[src/rtl/i2cmbe_pkg.sv]
// Shared types and constants for the I2C master byte engine.
// No dependencies; imported by the top level and the phase step logic.

package i2cmbe_pkg;

	localparam int BYTE_BITS = 8;
	localparam int CFG_IDX_W = 1;
	localparam int CFG_DATA_W = 16;

	// Command codes carried in the kind field.
	localparam logic [2:0] KIND_NONE     = 3'd0;
	localparam logic [2:0] KIND_START    = 3'd1;
	localparam logic [2:0] KIND_STOP     = 3'd2;
	localparam logic [2:0] KIND_WRITE    = 3'd3;
	localparam logic [2:0] KIND_READ     = 3'd4;
	localparam logic [2:0] KIND_WAIT_ACK = 3'd5;
	localparam logic [2:0] KIND_ACK      = 3'd6;
	localparam logic [2:0] KIND_NACK     = 3'd7;

	// Configuration register indexes.
	localparam logic [CFG_IDX_W-1:0] REG_ACK_WAIT_LIMIT  = 1'd0;
	localparam logic [CFG_IDX_W-1:0] REG_TICKS_PER_PHASE = 1'd1;

	// Sequencer state codes.
	localparam logic [3:0] ST_IDLE     = 4'd0;
	localparam logic [3:0] ST_START    = 4'd1;
	localparam logic [3:0] ST_STOP     = 4'd2;
	localparam logic [3:0] ST_WRITE    = 4'd3;
	localparam logic [3:0] ST_RDPRE    = 4'd4;
	localparam logic [3:0] ST_READ     = 4'd5;
	localparam logic [3:0] ST_RDPOST   = 4'd6;
	localparam logic [3:0] ST_WSET     = 4'd7;
	localparam logic [3:0] ST_WPOLL    = 4'd8;
	localparam logic [3:0] ST_WDONE    = 4'd9;
	localparam logic [3:0] ST_AUTOSTOP = 4'd10;
	localparam logic [3:0] ST_ACK      = 4'd11;
	localparam logic [3:0] ST_NACK     = 4'd12;

	localparam logic [15:0] ACK_WAIT_LIMIT_RST  = 16'd65500;
	localparam logic [9:0]  TICKS_PER_PHASE_RST = 10'd8;

	// Complete architectural state of the sequencer.
	typedef struct packed {
		logic [3:0]  cmd;
		logic [1:0]  phase;
		logic [9:0]  tick;
		logic [3:0]  bits;
		logic [7:0]  shift;
		logic [15:0] wait_cnt;
		logic        scl;
		logic        sda;
		logic        oe;
		logic [7:0]  last_read;
		logic        ok;
		logic        timeout;
	} state_t;

endpackage

[src/rtl/i2cmbe_step.sv]
// Next-state logic of the I2C master byte engine for one tick.
// Depends on i2cmbe_pkg for the state record and the state and command codes.

module i2cmbe_step (
	input  i2cmbe_pkg::state_t cur,
	input  logic [2:0]         kind,
	input  logic [7:0]         write_byte,
	input  logic               sda_level,
	input  logic [15:0]        ack_wait_limit,
	input  logic [9:0]         ticks_per_phase,
	output i2cmbe_pkg::state_t nxt,
	output logic               done
);
	import i2cmbe_pkg::*;

	// Line and shift register updates made on entry to a phase.
	function automatic state_t enter_phase(state_t s, logic sda);
		state_t r;
		r = s;
		unique case (s.cmd) inside
			ST_START: begin
				if (s.phase == 2'd0) begin r.oe = 1'b1; r.sda = 1'b1; end
				else if (s.phase == 2'd1) r.scl = 1'b1;
				else if (s.phase == 2'd2) r.sda = 1'b0;
				else r.scl = 1'b0;
			end
			ST_STOP, ST_AUTOSTOP: begin
				if (s.phase == 2'd0) begin r.oe = 1'b1; r.scl = 1'b0; end
				else if (s.phase == 2'd1) r.sda = 1'b0;
				else if (s.phase == 2'd2) r.scl = 1'b1;
				else r.sda = 1'b1;
			end
			ST_ACK: begin
				if (s.phase == 2'd0) begin r.oe = 1'b1; r.sda = 1'b0; end
				else if (s.phase == 2'd1) r.scl = 1'b1;
				else if (s.phase == 2'd2) r.scl = 1'b0;
				else r.sda = 1'b1;
			end
			ST_NACK: begin
				if (s.phase == 2'd0) begin r.oe = 1'b1; r.sda = 1'b1; end
				else if (s.phase == 2'd1) r.scl = 1'b1;
				else r.scl = 1'b0;
			end
			ST_WRITE: begin
				if (s.phase == 2'd0) begin r.oe = 1'b1; r.scl = 1'b0; end
				else if (s.phase == 2'd1) r.sda = s.shift[7];
				else if (s.phase == 2'd3) r.scl = 1'b1;
			end
			ST_RDPRE: begin
				r.oe = 1'b0; r.sda = 1'b0; r.scl = 1'b0;
			end
			ST_READ: begin
				if (s.phase == 2'd0) begin
					r.shift = {s.shift[6:0], 1'b0};
					r.scl = 1'b1;
				end else if (s.phase == 2'd1) begin
					r.shift = {s.shift[7:1], sda};
				end else if (s.phase == 2'd3) begin
					r.scl = 1'b0;
				end
			end
			ST_RDPOST: begin
				r.scl = 1'b0; r.oe = 1'b1;
			end
			ST_WSET: begin
				if (s.phase == 2'd0) begin r.oe = 1'b1; r.scl = 1'b0; end
				else if (s.phase == 2'd1) r.sda = 1'b1;
				else begin r.oe = 1'b0; r.sda = 1'b0; r.scl = 1'b1; end
			end
			ST_WDONE: r.oe = 1'b1;
			default: ;
		endcase
		return r;
	endfunction

	function automatic state_t go(state_t s, logic [3:0] st, logic [1:0] p, logic sda);
		s.cmd = st;
		s.phase = p;
		return enter_phase(s, sda);
	endfunction

	logic [9:0] tpp_eff;
	logic [9:0] tick_inc;
	logic [3:0] bits_inc;
	logic [1:0] phase_inc;
	logic       finish;

	assign tpp_eff   = (ticks_per_phase == 10'd0) ? 10'd1 : ticks_per_phase;
	assign tick_inc  = cur.tick + 10'd1;
	assign bits_inc  = cur.bits + 4'd1;
	assign phase_inc = cur.phase + 2'd1;

	always_comb begin
		nxt = cur;
		finish = 1'b0;
		if (cur.cmd == ST_IDLE) begin
			nxt.tick = '0;
			nxt.bits = '0;
			unique case (kind)
				KIND_START: nxt = go(nxt, ST_START, 2'd0, sda_level);
				KIND_STOP:  nxt = go(nxt, ST_STOP, 2'd0, sda_level);
				KIND_WRITE: begin
					nxt.shift = write_byte;
					nxt = go(nxt, ST_WRITE, 2'd0, sda_level);
				end
				KIND_READ: begin
					nxt.shift = '0;
					nxt = go(nxt, ST_RDPRE, 2'd0, sda_level);
				end
				KIND_WAIT_ACK: begin
					nxt.wait_cnt = (ack_wait_limit == 16'd0) ? 16'd1 : ack_wait_limit;
					nxt = go(nxt, ST_WSET, 2'd0, sda_level);
				end
				KIND_ACK:  nxt = go(nxt, ST_ACK, 2'd0, sda_level);
				KIND_NACK: nxt = go(nxt, ST_NACK, 2'd0, sda_level);
				default: ;
			endcase
		end else begin
			nxt.tick = tick_inc;
			if (tick_inc >= tpp_eff) begin
				nxt.tick = '0;
				unique case (cur.cmd) inside
					ST_WRITE: begin
						if (cur.phase != 2'd3) begin
							nxt = go(nxt, ST_WRITE, phase_inc, sda_level);
						end else begin
							nxt.shift = {cur.shift[6:0], 1'b0};
							nxt.bits = bits_inc;
							if (bits_inc >= 4'(BYTE_BITS)) finish = 1'b1;
							else nxt = go(nxt, ST_WRITE, 2'd0, sda_level);
						end
					end
					ST_RDPRE: begin
						nxt.bits = '0;
						nxt = go(nxt, ST_READ, 2'd0, sda_level);
					end
					ST_READ: begin
						if (cur.phase != 2'd3) begin
							nxt = go(nxt, ST_READ, phase_inc, sda_level);
						end else begin
							nxt.bits = bits_inc;
							if (bits_inc >= 4'(BYTE_BITS))
								nxt = go(nxt, ST_RDPOST, 2'd0, sda_level);
							else
								nxt = go(nxt, ST_READ, 2'd0, sda_level);
						end
					end
					ST_RDPOST: begin
						nxt.last_read = cur.shift;
						finish = 1'b1;
					end
					ST_WSET: begin
						if (cur.phase < 2'd2) nxt = go(nxt, ST_WSET, phase_inc, sda_level);
						else nxt = go(nxt, ST_WPOLL, 2'd0, sda_level);
					end
					ST_WPOLL: begin
						if (!sda_level) begin
							nxt = go(nxt, ST_WDONE, 2'd0, sda_level);
						end else if (cur.wait_cnt <= 16'd1) begin
							nxt.wait_cnt = '0;
							nxt = go(nxt, ST_AUTOSTOP, 2'd0, sda_level);
						end else begin
							nxt.wait_cnt = cur.wait_cnt - 16'd1;
						end
					end
					ST_WDONE: begin
						nxt.scl = 1'b0;
						nxt.ok = 1'b1;
						nxt.timeout = 1'b0;
						finish = 1'b1;
					end
					ST_AUTOSTOP: begin
						if (cur.phase != 2'd3) begin
							nxt = go(nxt, ST_AUTOSTOP, phase_inc, sda_level);
						end else begin
							nxt.ok = 1'b0;
							nxt.timeout = 1'b1;
							finish = 1'b1;
						end
					end
					ST_NACK: begin
						if (cur.phase < 2'd2) nxt = go(nxt, ST_NACK, phase_inc, sda_level);
						else finish = 1'b1;
					end
					ST_START, ST_STOP, ST_ACK: begin
						if (cur.phase != 2'd3) nxt = go(nxt, cur.cmd, phase_inc, sda_level);
						else finish = 1'b1;
					end
					default: finish = 1'b1;
				endcase
				if (finish) begin
					nxt.cmd = ST_IDLE;
					nxt.phase = 2'd0;
				end
			end
		end
	end

	assign done = finish;

endmodule

[src/rtl/i2c_master_byte_engine.sv]
// Top level of the I2C master byte engine: handshakes, configuration and state registers.
// Depends on i2cmbe_pkg and i2cmbe_step.
//
// Usage: every transaction on the input channel is one tick of the bus sequencer. It carries
// a command kind, the byte for a write command and the sampled SDA level. A command is taken
// only while the engine is idle; ticks that arrive while busy just advance the current phase.
// Each input transaction produces exactly one output transaction with the bus line levels,
// the busy flag, a one-tick done pulse, the last read byte and the acknowledge outcome.
// Configuration writes (index 0 ack_wait_limit, index 1 ticks_per_phase) use their own
// valid/ready channel, are always ready, and are expected only while the engine is idle.
// Between input acceptance and the presented result lie one input register stage and one
// result register, with the next-state logic in between.
// Throughput is one transaction per cycle while the receiver does not stall; the sequencer
// state register feeds back directly, so back-to-back ticks never wait on each other.
// When the receiver stalls, the result register holds its transaction, the input stage fills
// and then in_ready drops; nothing is lost or repeated.
// Reset puts the sequencer in idle with SCL high, SDA driven high, read byte and
// acknowledge flags cleared, and the configuration registers at their default values.

module i2c_master_byte_engine (
	input  logic                                  clk,
	input  logic                                  arst_n,
	input  logic                                  cfg_valid,
	output logic                                  cfg_ready,
	input  logic [i2cmbe_pkg::CFG_IDX_W-1:0]      cfg_index,
	input  logic [i2cmbe_pkg::CFG_DATA_W-1:0]     cfg_data,
	input  logic                                  in_valid,
	output logic                                  in_ready,
	input  logic [2:0]                            kind,
	input  logic [7:0]                            write_byte,
	input  logic                                  sda_level,
	output logic                                  out_valid,
	input  logic                                  out_ready,
	output logic                                  scl_level,
	output logic                                  sda_drive,
	output logic                                  sda_output_enable,
	output logic                                  busy_res,
	output logic                                  done_res,
	output logic [7:0]                            read_byte,
	output logic                                  ack_ok,
	output logic                                  ack_timeout
);
	import i2cmbe_pkg::*;

	// Configuration registers.
	logic [15:0] ack_wait_limit_q;
	logic [9:0]  ticks_per_phase_q;

	// Input stage.
	logic        valid_s1;
	logic [2:0]  kind_s1;
	logic [7:0]  write_byte_s1;
	logic        sda_level_s1;

	// Sequencer state.
	state_t      state_q;
	state_t      state_nxt;
	logic        done_nxt;

	// Result stage.
	logic        valid_s2;
	logic        scl_s2;
	logic        sda_s2;
	logic        oe_s2;
	logic        busy_s2;
	logic        done_s2;
	logic [7:0]  read_byte_s2;
	logic        ok_s2;
	logic        timeout_s2;

	logic        out_free;
	logic        advance;
	logic        in_fire;

	// The result register is free when empty or being drained this cycle.
	assign out_free  = !valid_s2 || out_ready;
	assign advance   = valid_s1 && out_free;
	assign in_ready  = !valid_s1 || out_free;
	assign in_fire   = in_valid && in_ready;
	assign cfg_ready = 1'b1;

	always_ff @(posedge clk or negedge arst_n) begin
		if (!arst_n) begin
			ack_wait_limit_q  <= ACK_WAIT_LIMIT_RST;
			ticks_per_phase_q <= TICKS_PER_PHASE_RST;
		end else if (cfg_valid) begin
			unique case (cfg_index)
				REG_ACK_WAIT_LIMIT:  ack_wait_limit_q  <= cfg_data[15:0];
				REG_TICKS_PER_PHASE: ticks_per_phase_q <= cfg_data[9:0];
				default: ;
			endcase
		end
	end

	always_ff @(posedge clk or negedge arst_n) begin
		if (!arst_n) begin
			valid_s1 <= 1'b0;
		end else if (in_ready) begin
			valid_s1 <= in_valid;
		end
	end

	always_ff @(posedge clk) begin
		if (in_fire) begin
			kind_s1       <= kind;
			write_byte_s1 <= write_byte;
			sda_level_s1  <= sda_level;
		end
	end

	i2cmbe_step u_step (
		.cur             (state_q),
		.kind            (kind_s1),
		.write_byte      (write_byte_s1),
		.sda_level       (sda_level_s1),
		.ack_wait_limit  (ack_wait_limit_q),
		.ticks_per_phase (ticks_per_phase_q),
		.nxt             (state_nxt),
		.done            (done_nxt)
	);

	always_ff @(posedge clk or negedge arst_n) begin
		if (!arst_n) begin
			state_q.cmd       <= ST_IDLE;
			state_q.phase     <= '0;
			state_q.tick      <= '0;
			state_q.bits      <= '0;
			state_q.shift     <= '0;
			state_q.wait_cnt  <= '0;
			state_q.scl       <= 1'b1;
			state_q.sda       <= 1'b1;
			state_q.oe        <= 1'b1;
			state_q.last_read <= '0;
			state_q.ok        <= 1'b0;
			state_q.timeout   <= 1'b0;
		end else if (advance) begin
			state_q <= state_nxt;
		end
	end

	always_ff @(posedge clk or negedge arst_n) begin
		if (!arst_n) begin
			valid_s2 <= 1'b0;
		end else if (out_free) begin
			valid_s2 <= valid_s1;
		end
	end

	always_ff @(posedge clk) begin
		if (advance) begin
			scl_s2       <= state_nxt.scl;
			sda_s2       <= state_nxt.sda;
			oe_s2        <= state_nxt.oe;
			busy_s2      <= (state_nxt.cmd != ST_IDLE);
			done_s2      <= done_nxt;
			read_byte_s2 <= state_nxt.last_read;
			ok_s2        <= state_nxt.ok;
			timeout_s2   <= state_nxt.timeout;
		end
	end

	assign out_valid         = valid_s2;
	assign scl_level         = scl_s2;
	assign sda_drive         = sda_s2;
	assign sda_output_enable = oe_s2;
	assign busy_res          = busy_s2;
	assign done_res          = done_s2;
	assign read_byte         = read_byte_s2;
	assign ack_ok            = ok_s2;
	assign ack_timeout       = timeout_s2;

endmodule

[config.mk]
export PLATFORM = sky130hd
export DESIGN_NAME = i2c_master_byte_engine
export DESIGN_NICKNAME = d
export VERILOG_FILES = /design/src/rtl/i2cmbe_pkg.sv /design/src/rtl/i2cmbe_step.sv /design/src/rtl/i2c_master_byte_engine.sv
export SDC_FILE = /design/constraint.sdc
export NUM_CORES = 1
export LEC_CHECK = 0
export BUFFER_PORTS_ARGS = -buffer_cell sky130_fd_sc_hd__buf_2
export CAP_MARGIN = 20
export CORE_MARGIN = 5
export CORE_UTILIZATION = 35
export CTS_CLUSTER_SIZE = 25
export DETAILED_ROUTE_END_ITERATION = 7
export PLACE_DENSITY_LB_ADDON = 0.1
export RECOVER_POWER = 50
export SLEW_MARGIN = 20
export SYNTH_ARGS = -nofsm -noshare
export SYNTH_HDL_FRONTEND = slang
export SYNTH_SLANG_ARGS = --single-unit
[constraint.sdc]
create_clock -name clk -period 3 [get_ports clk]
set_input_delay 0.75 -clock clk [delete_from_list [all_inputs] [get_ports clk]]
set_output_delay 0.75 -clock clk [all_outputs]
set_load 0.02 [all_outputs]
; Word level (Yosys, flattened, before mapping)
; Index checks and enable logic that the tools add are counted.
[totals]
register_bits = 112
input_bits = 34
wordCells = 189
[op_classes]
add_sub_neg = 4
magnitude_cmp = 4
n_eq_ne = 51
n_mux = 70
bitwise_logic = 2
reduce_logical = 30
[ops]
columns = cell, count
row1 = $mux 57, 8
row2 = $pmux 57 s7, 1
row3 = $pmux 44 s8, 1
row4 = $mux 55, 2
row5 = $pmux 8 s8, 1
row6 = $mux 53, 1
row7 = $mux 1, 40
row8 = $reduce_and 17->1, 2
row9 = $mux 16, 2
row10 = $mux 28, 1
row11 = $eq 4x4->1 const B, 5
row12 = $ne 2x2->1 const B, 9
row13 = $reduce_and 18->1, 1
row14 = $eq 4x3->1 const B, 4
row15 = $le 16x1->1 const B, 1
row16 = $logic_not 16->1, 1
row17 = $ne 2x1->1 const B, 8
row18 = $pmux 2 s8, 1
row19 = $sub 16x1->16 const B, 1
row20 = $pmux 2 s7, 1
row21 = $mux 13, 1
row22 = $eq 3x3->1 const B, 4
row23 = $pmux 1 s4, 3
row24 = $add 10x1->10 const B, 1
row25 = 41 further kinds, 61

; Longest topological paths before layout
[logic_depth]
ltp_word = 12
mapped_depth = 13
ltp_nobuf = 11

; Cells and area by module
; From an unflattened synthesis, not the netlist that was laid out.
[unflattened]
hier_cells = 752
area_unflattened_um2 = 7348.3
[by_module_without_submodules]
columns = module, instances, cells_per_inst, area_each_um2, seq_area_each_um2
row1 = i2c_master_byte_engine, 1, 215, 4105.2, 2959.1
row2 = i2cmbe_step, 1, 537, 3243.1, 0.0

; Least setup slack after synthesis
; OpenSTA, ideal clock, no wires.
[synth_path]
kind = reg-to-reg
start = register state_q[43] (netlist bit)
end = register done_s2, in the netlist done_res, data pin
setup_time_ns = 0.266
arrival_time_ns = 2.613
t_required_ns = 2.734
setup_slack_ns = 0.121
path_stages_with_launch = 13
path_buffers = 2
synth_period_minus_slack_ns = 2.879
path_cell_list = dfrtp_1 > and4_1 > nand4_1 > nor2_1 > xor2_1 > ha_1 > o21a_1 > nor2_1 > nor2_1 > nor2_4 > buf_2 > buf_2 > nor3_1
[synth_between]
elab_chain_len = 4
[synth_lines]
columns = element, line_no
row1 = start: declaration, i2c_master_byte_engine.sv:56  ; state_t state_q;
row2 = start signal: assignment, i2c_master_byte_engine.sv:137  ; state_q <= state_nxt;
row3 = $add 10x1->10, i2cmbe_step.sv:89  ; assign tick_inc = cur.tick + 10'd1;
row4 = $ge 10x10->1, i2cmbe_step.sv:120  ; if (tick_inc >= tpp_eff) begin
row5 = $not 1->1 (no line), --
row6 = $reduce_or 2->1 (no line), --
row7 = end signal: assignment, i2c_master_byte_engine.sv:155  ; done_s2 <= done_nxt;
row8 = end: declaration, i2c_master_byte_engine.sv:66  ; logic done_s2;
; Every way passes these cells.
; A chain may end at the register's enable or synchronous reset.

==> results_dict.tcl <==
set metrics [dict create \
    status "finished, violations left" \
    violations "capacitance limit, slew limit" \
    postCtsHoldBufs 0 \
    cts.htree.levels 3 \
    dp_hpwl_um 13900 \
    fin_ws_ns 0.0366 \
    synthFlopType "dfrtp_1" \
    rsz0062_at_grt "yes" \
    netSwitchingFraction_pct 32.1 \
    root_buffer "clkbuf_16" \
    grt_pass1_vias 5690 \
    vdd_drop_max_mv 0.276 \
    fp.dieH_um 149 \
    layout.nets 809 \
    grt_use_total_pct 17.4 \
    antenna_found_initial 0 \
    netlist_instances 674 \
    fp-row-count 50 \
    instances_no_fill 1023 \
    post-synth-top-area-fraction_pct 25.2 \
    cp-start-kind "register" \
    fmax_mhz 337 \
    dr.pass1.iters 5 \
    path_clk_slew_ns 0.08 \
    multiInputGateArea_mm2 0.00373 \
    vias 5784 \
    layout-drive-gt1-share_pct 31.6 \
    core_area_mm2 0.0188 \
    synth_cell_types 86 \
    synth-edff-count 27 \
    antenna_cells 0 \
    drc 0 \
    clock-sinks 112 \
    grt_pass1_wl_um 31100 \
    routedWlPerCell_um 19.1 \
    path_class "register to register" \
    postRouteWirelength_um 19600 \
    ant_nets 0 \
    fin_crit_sh_pct 98.8 \
    min_period_ns 2.96 \
    end_kind "register" \
    ys_ff_latch 112 \
    required_ns 3.11 \
    max-cap-violations 1 \
    finalMaxSlewViolations 37 \
    register_area_mm2 0.00296 \
    hold_class "register to register" \
    syn_area_per_cell_um2 10.0 \
    pwr_density_cell_mw_per_mm2 512 \
    switchingPower_mw 1.37 \
    slew_headroom_pct -36.9 \
    grt_max_degree 50 \
    synth_warnings 0 \
    pwr-share-seq_pct 46.4 \
    cts_buffer_depth 2 \
    setup_viol 0 \
    syn_area_mm2 0.00675 \
    synth_seq_area_share_pct 43.8 \
    dp_slack_ns -0.0695 \
    critPathArrivalTime_ns 3.07 \
    portBuffers 50 \
    clock_latency_ns 0.36 \
    fillers 1827 \
    synthTopCellsByArea "dfrtp_1 25%, edfxtp_1 12%, mux2_2 7.7%" \
    internal_power_mw 2.88 \
    syn_nets 725 \
    vias_per_cell 5.65 \
    io_pins 52 \
    p_leak_nw 3.41 \
    tritoncts "built" \
    synthArstFlopShare_pct 75.9 \
    comb_power_share_pct 23.5 \
    synth_area_leader_cell "dfrtp_1" \
    die-width_um 149 \
    worstMarginPinSlew_ns 2.05 \
    fin_skew_ns 0.00777 \
    dp.cells 996 \
    drtIter0Drc 440 \
    cts_buffers 9 \
    whs_ns 0.502 \
    hold_viol 0 \
    synthToLayoutAreaGrowth_pct 22.9 \
    routabilityCongestion 0.900 \
    final_core_util_pct 44.1 \
    critPathMaxFanout 8 \
    initial_core_util_pct 35.8 \
    grt_overflow_total 0 \
    die-area_mm2 0.0222 \
    clock_power_share_pct 30.0 \
]
==> Yosys cell counts, types with 6 or more instances <==
master / count
o21ai_0: 28
and3_1: 8
inv_1: 25
and2_1: 6
a22o_1: 11
nand2b_1: 13
nand2_1: 64
o211ai_1: 19
a211oi_1: 6
buf_2: 16
o2bb2ai_1: 8
nor3_1: 16
dfrtp_1: 68
xnor2_1: 11
mux2_2: 46
a32oi_1: 8
ha_1: 17
a22oi_1: 9
a31oi_1: 14
clkbuf_1: 21
nor4_1: 6
o31ai_1: 7
a21o_1: 6
edfxtp_1: 27
a21oi_1: 32
nor2b_1: 10
nor2_1: 27
nand4_1: 13
or3_1: 6
nand3_1: 16
dfstp_2: 17
==> cells by family (layout without fill, tap and decap cells) <==
group | count (synthesis) | count (layout) | synth area share [%]
simple gates | 214 | 215 | 17.5
compound gates | 196 | 196 | 20.9
flops | 112 | 112 | 43.8
buf+inv | 71 | 159 | 4.65
mux | 48 | 48 | 7.97
fa+ha+maj | 17 | 17 | 3.15
xor+xnor | 15 | 15 | 1.95
other cells | 1 | 1 | 0.0556
==> state kept, by name, summed over array words and instances (netlist names), 3 cells and up <==
signal	flops
state_q	57
ticks_per_phase_q	10
read_byte	8
write_byte_s1	8
kind_s1	3
ack_wait_limit_q	16
==> worst paths after layout <==
kind	endpoint	cells past startpoint	slack, ns	from
worst max-delay path	read_byte[0]	11	0.04	state_q[44]
worst min-delay path	state_q[25]	1	0.50	state_q[25]
worst max register to register	read_byte[0]	11	0.04	state_q[44]
worst min register to register	state_q[25]	1	0.50	state_q[25]
max in group asynchronous	state_q[41]	1	0.70	arst_n
min in group asynchronous	state_q[6]	1	0.96	arst_n
==> final cells by class <==
cell class / instances / share of cell area [%]
Clock buffer: 10 / 2.76
Clock inverter: 6 / 1.07
Inverter: 26 / 1.18
Multi-Input combinational cell: 492 / 44.9
Sequential cell: 112 / 35.7
Tap cell: 260 / 3.92
Timing Repair Buffer: 117 / 10.5
==> metrics by stage <==
step	TNS (ns)	cell area [µm²]	power [mW]
after floorplan	0	6750	2.51
after global placement	0	7610	2.89
after detailed placement	-0.526	7610	2.90
after CTS	0	7980	4.20
after global routing	-2.73	8300	4.48
final	0	8300	4.25
==> placed cells by master (no fill, tap or decap), types with 11 or more instances in the layout <==
master,instances
inv_1,25
o21ai_0,27
nand2_1,63
o211ai_1,19
mux2_2,36
ha_1,16
nand3_1,16
nor2_1,24
edfxtp_1,27
a22o_1,11
dfstp_2,17
nand4_1,13
dfrtp_1,66
a31oi_1,13
a21oi_1,31
nand2b_1,13
buf_4,54
buf_2,49
nor3_1,15
==> what timing repair did <==
item                                    in CTS  in global routing
endpoints found under the setup margin      30                 64
cloned                                       0                  2
setup buffers                                2                  7
pin swaps                                    2                 25
gates resized for setup                      8                 48
==> power by group through the flow <==
stage / Combinational (mW) / Sequential (mW) / Clock (mW)
3_3_place_gp: 0.902 / 1.99 / 0
5_1_grt: 1.11 / 2.00 / 1.37
6_report: 1.00 / 1.97 / 1.28
2_1_floorplan: 0.607 / 1.90 / 0
3_5_place_dp: 0.908 / 1.99 / 0
4_1_cts: 0.927 / 1.96 / 1.31
==> worst max-delay path, cell delays in order, from the launching register on <==
cell and delay [ns]:
dfrtp_1 0.36, and4_4 0.24, nand4_1 0.14, buf_4 0.18, xnor2_2 0.14, ha_1 0.33
o211ai_1 0.19, a211oi_4 0.31, nor2_4 0.13, nor3_4 0.23, buf_12 0.16, mux2_4 0.30
==> metal layers <==
layer  track usage, %  up-vias  share of wire [%]
li1                 -     2716                  -
met3             2.95       23                4.9
met5                0        -                  0
met1             26.4     2855                 49
met4             4.35        0                1.6
met2             25.9      190                 44
Power figures use the tool's default switching activity.
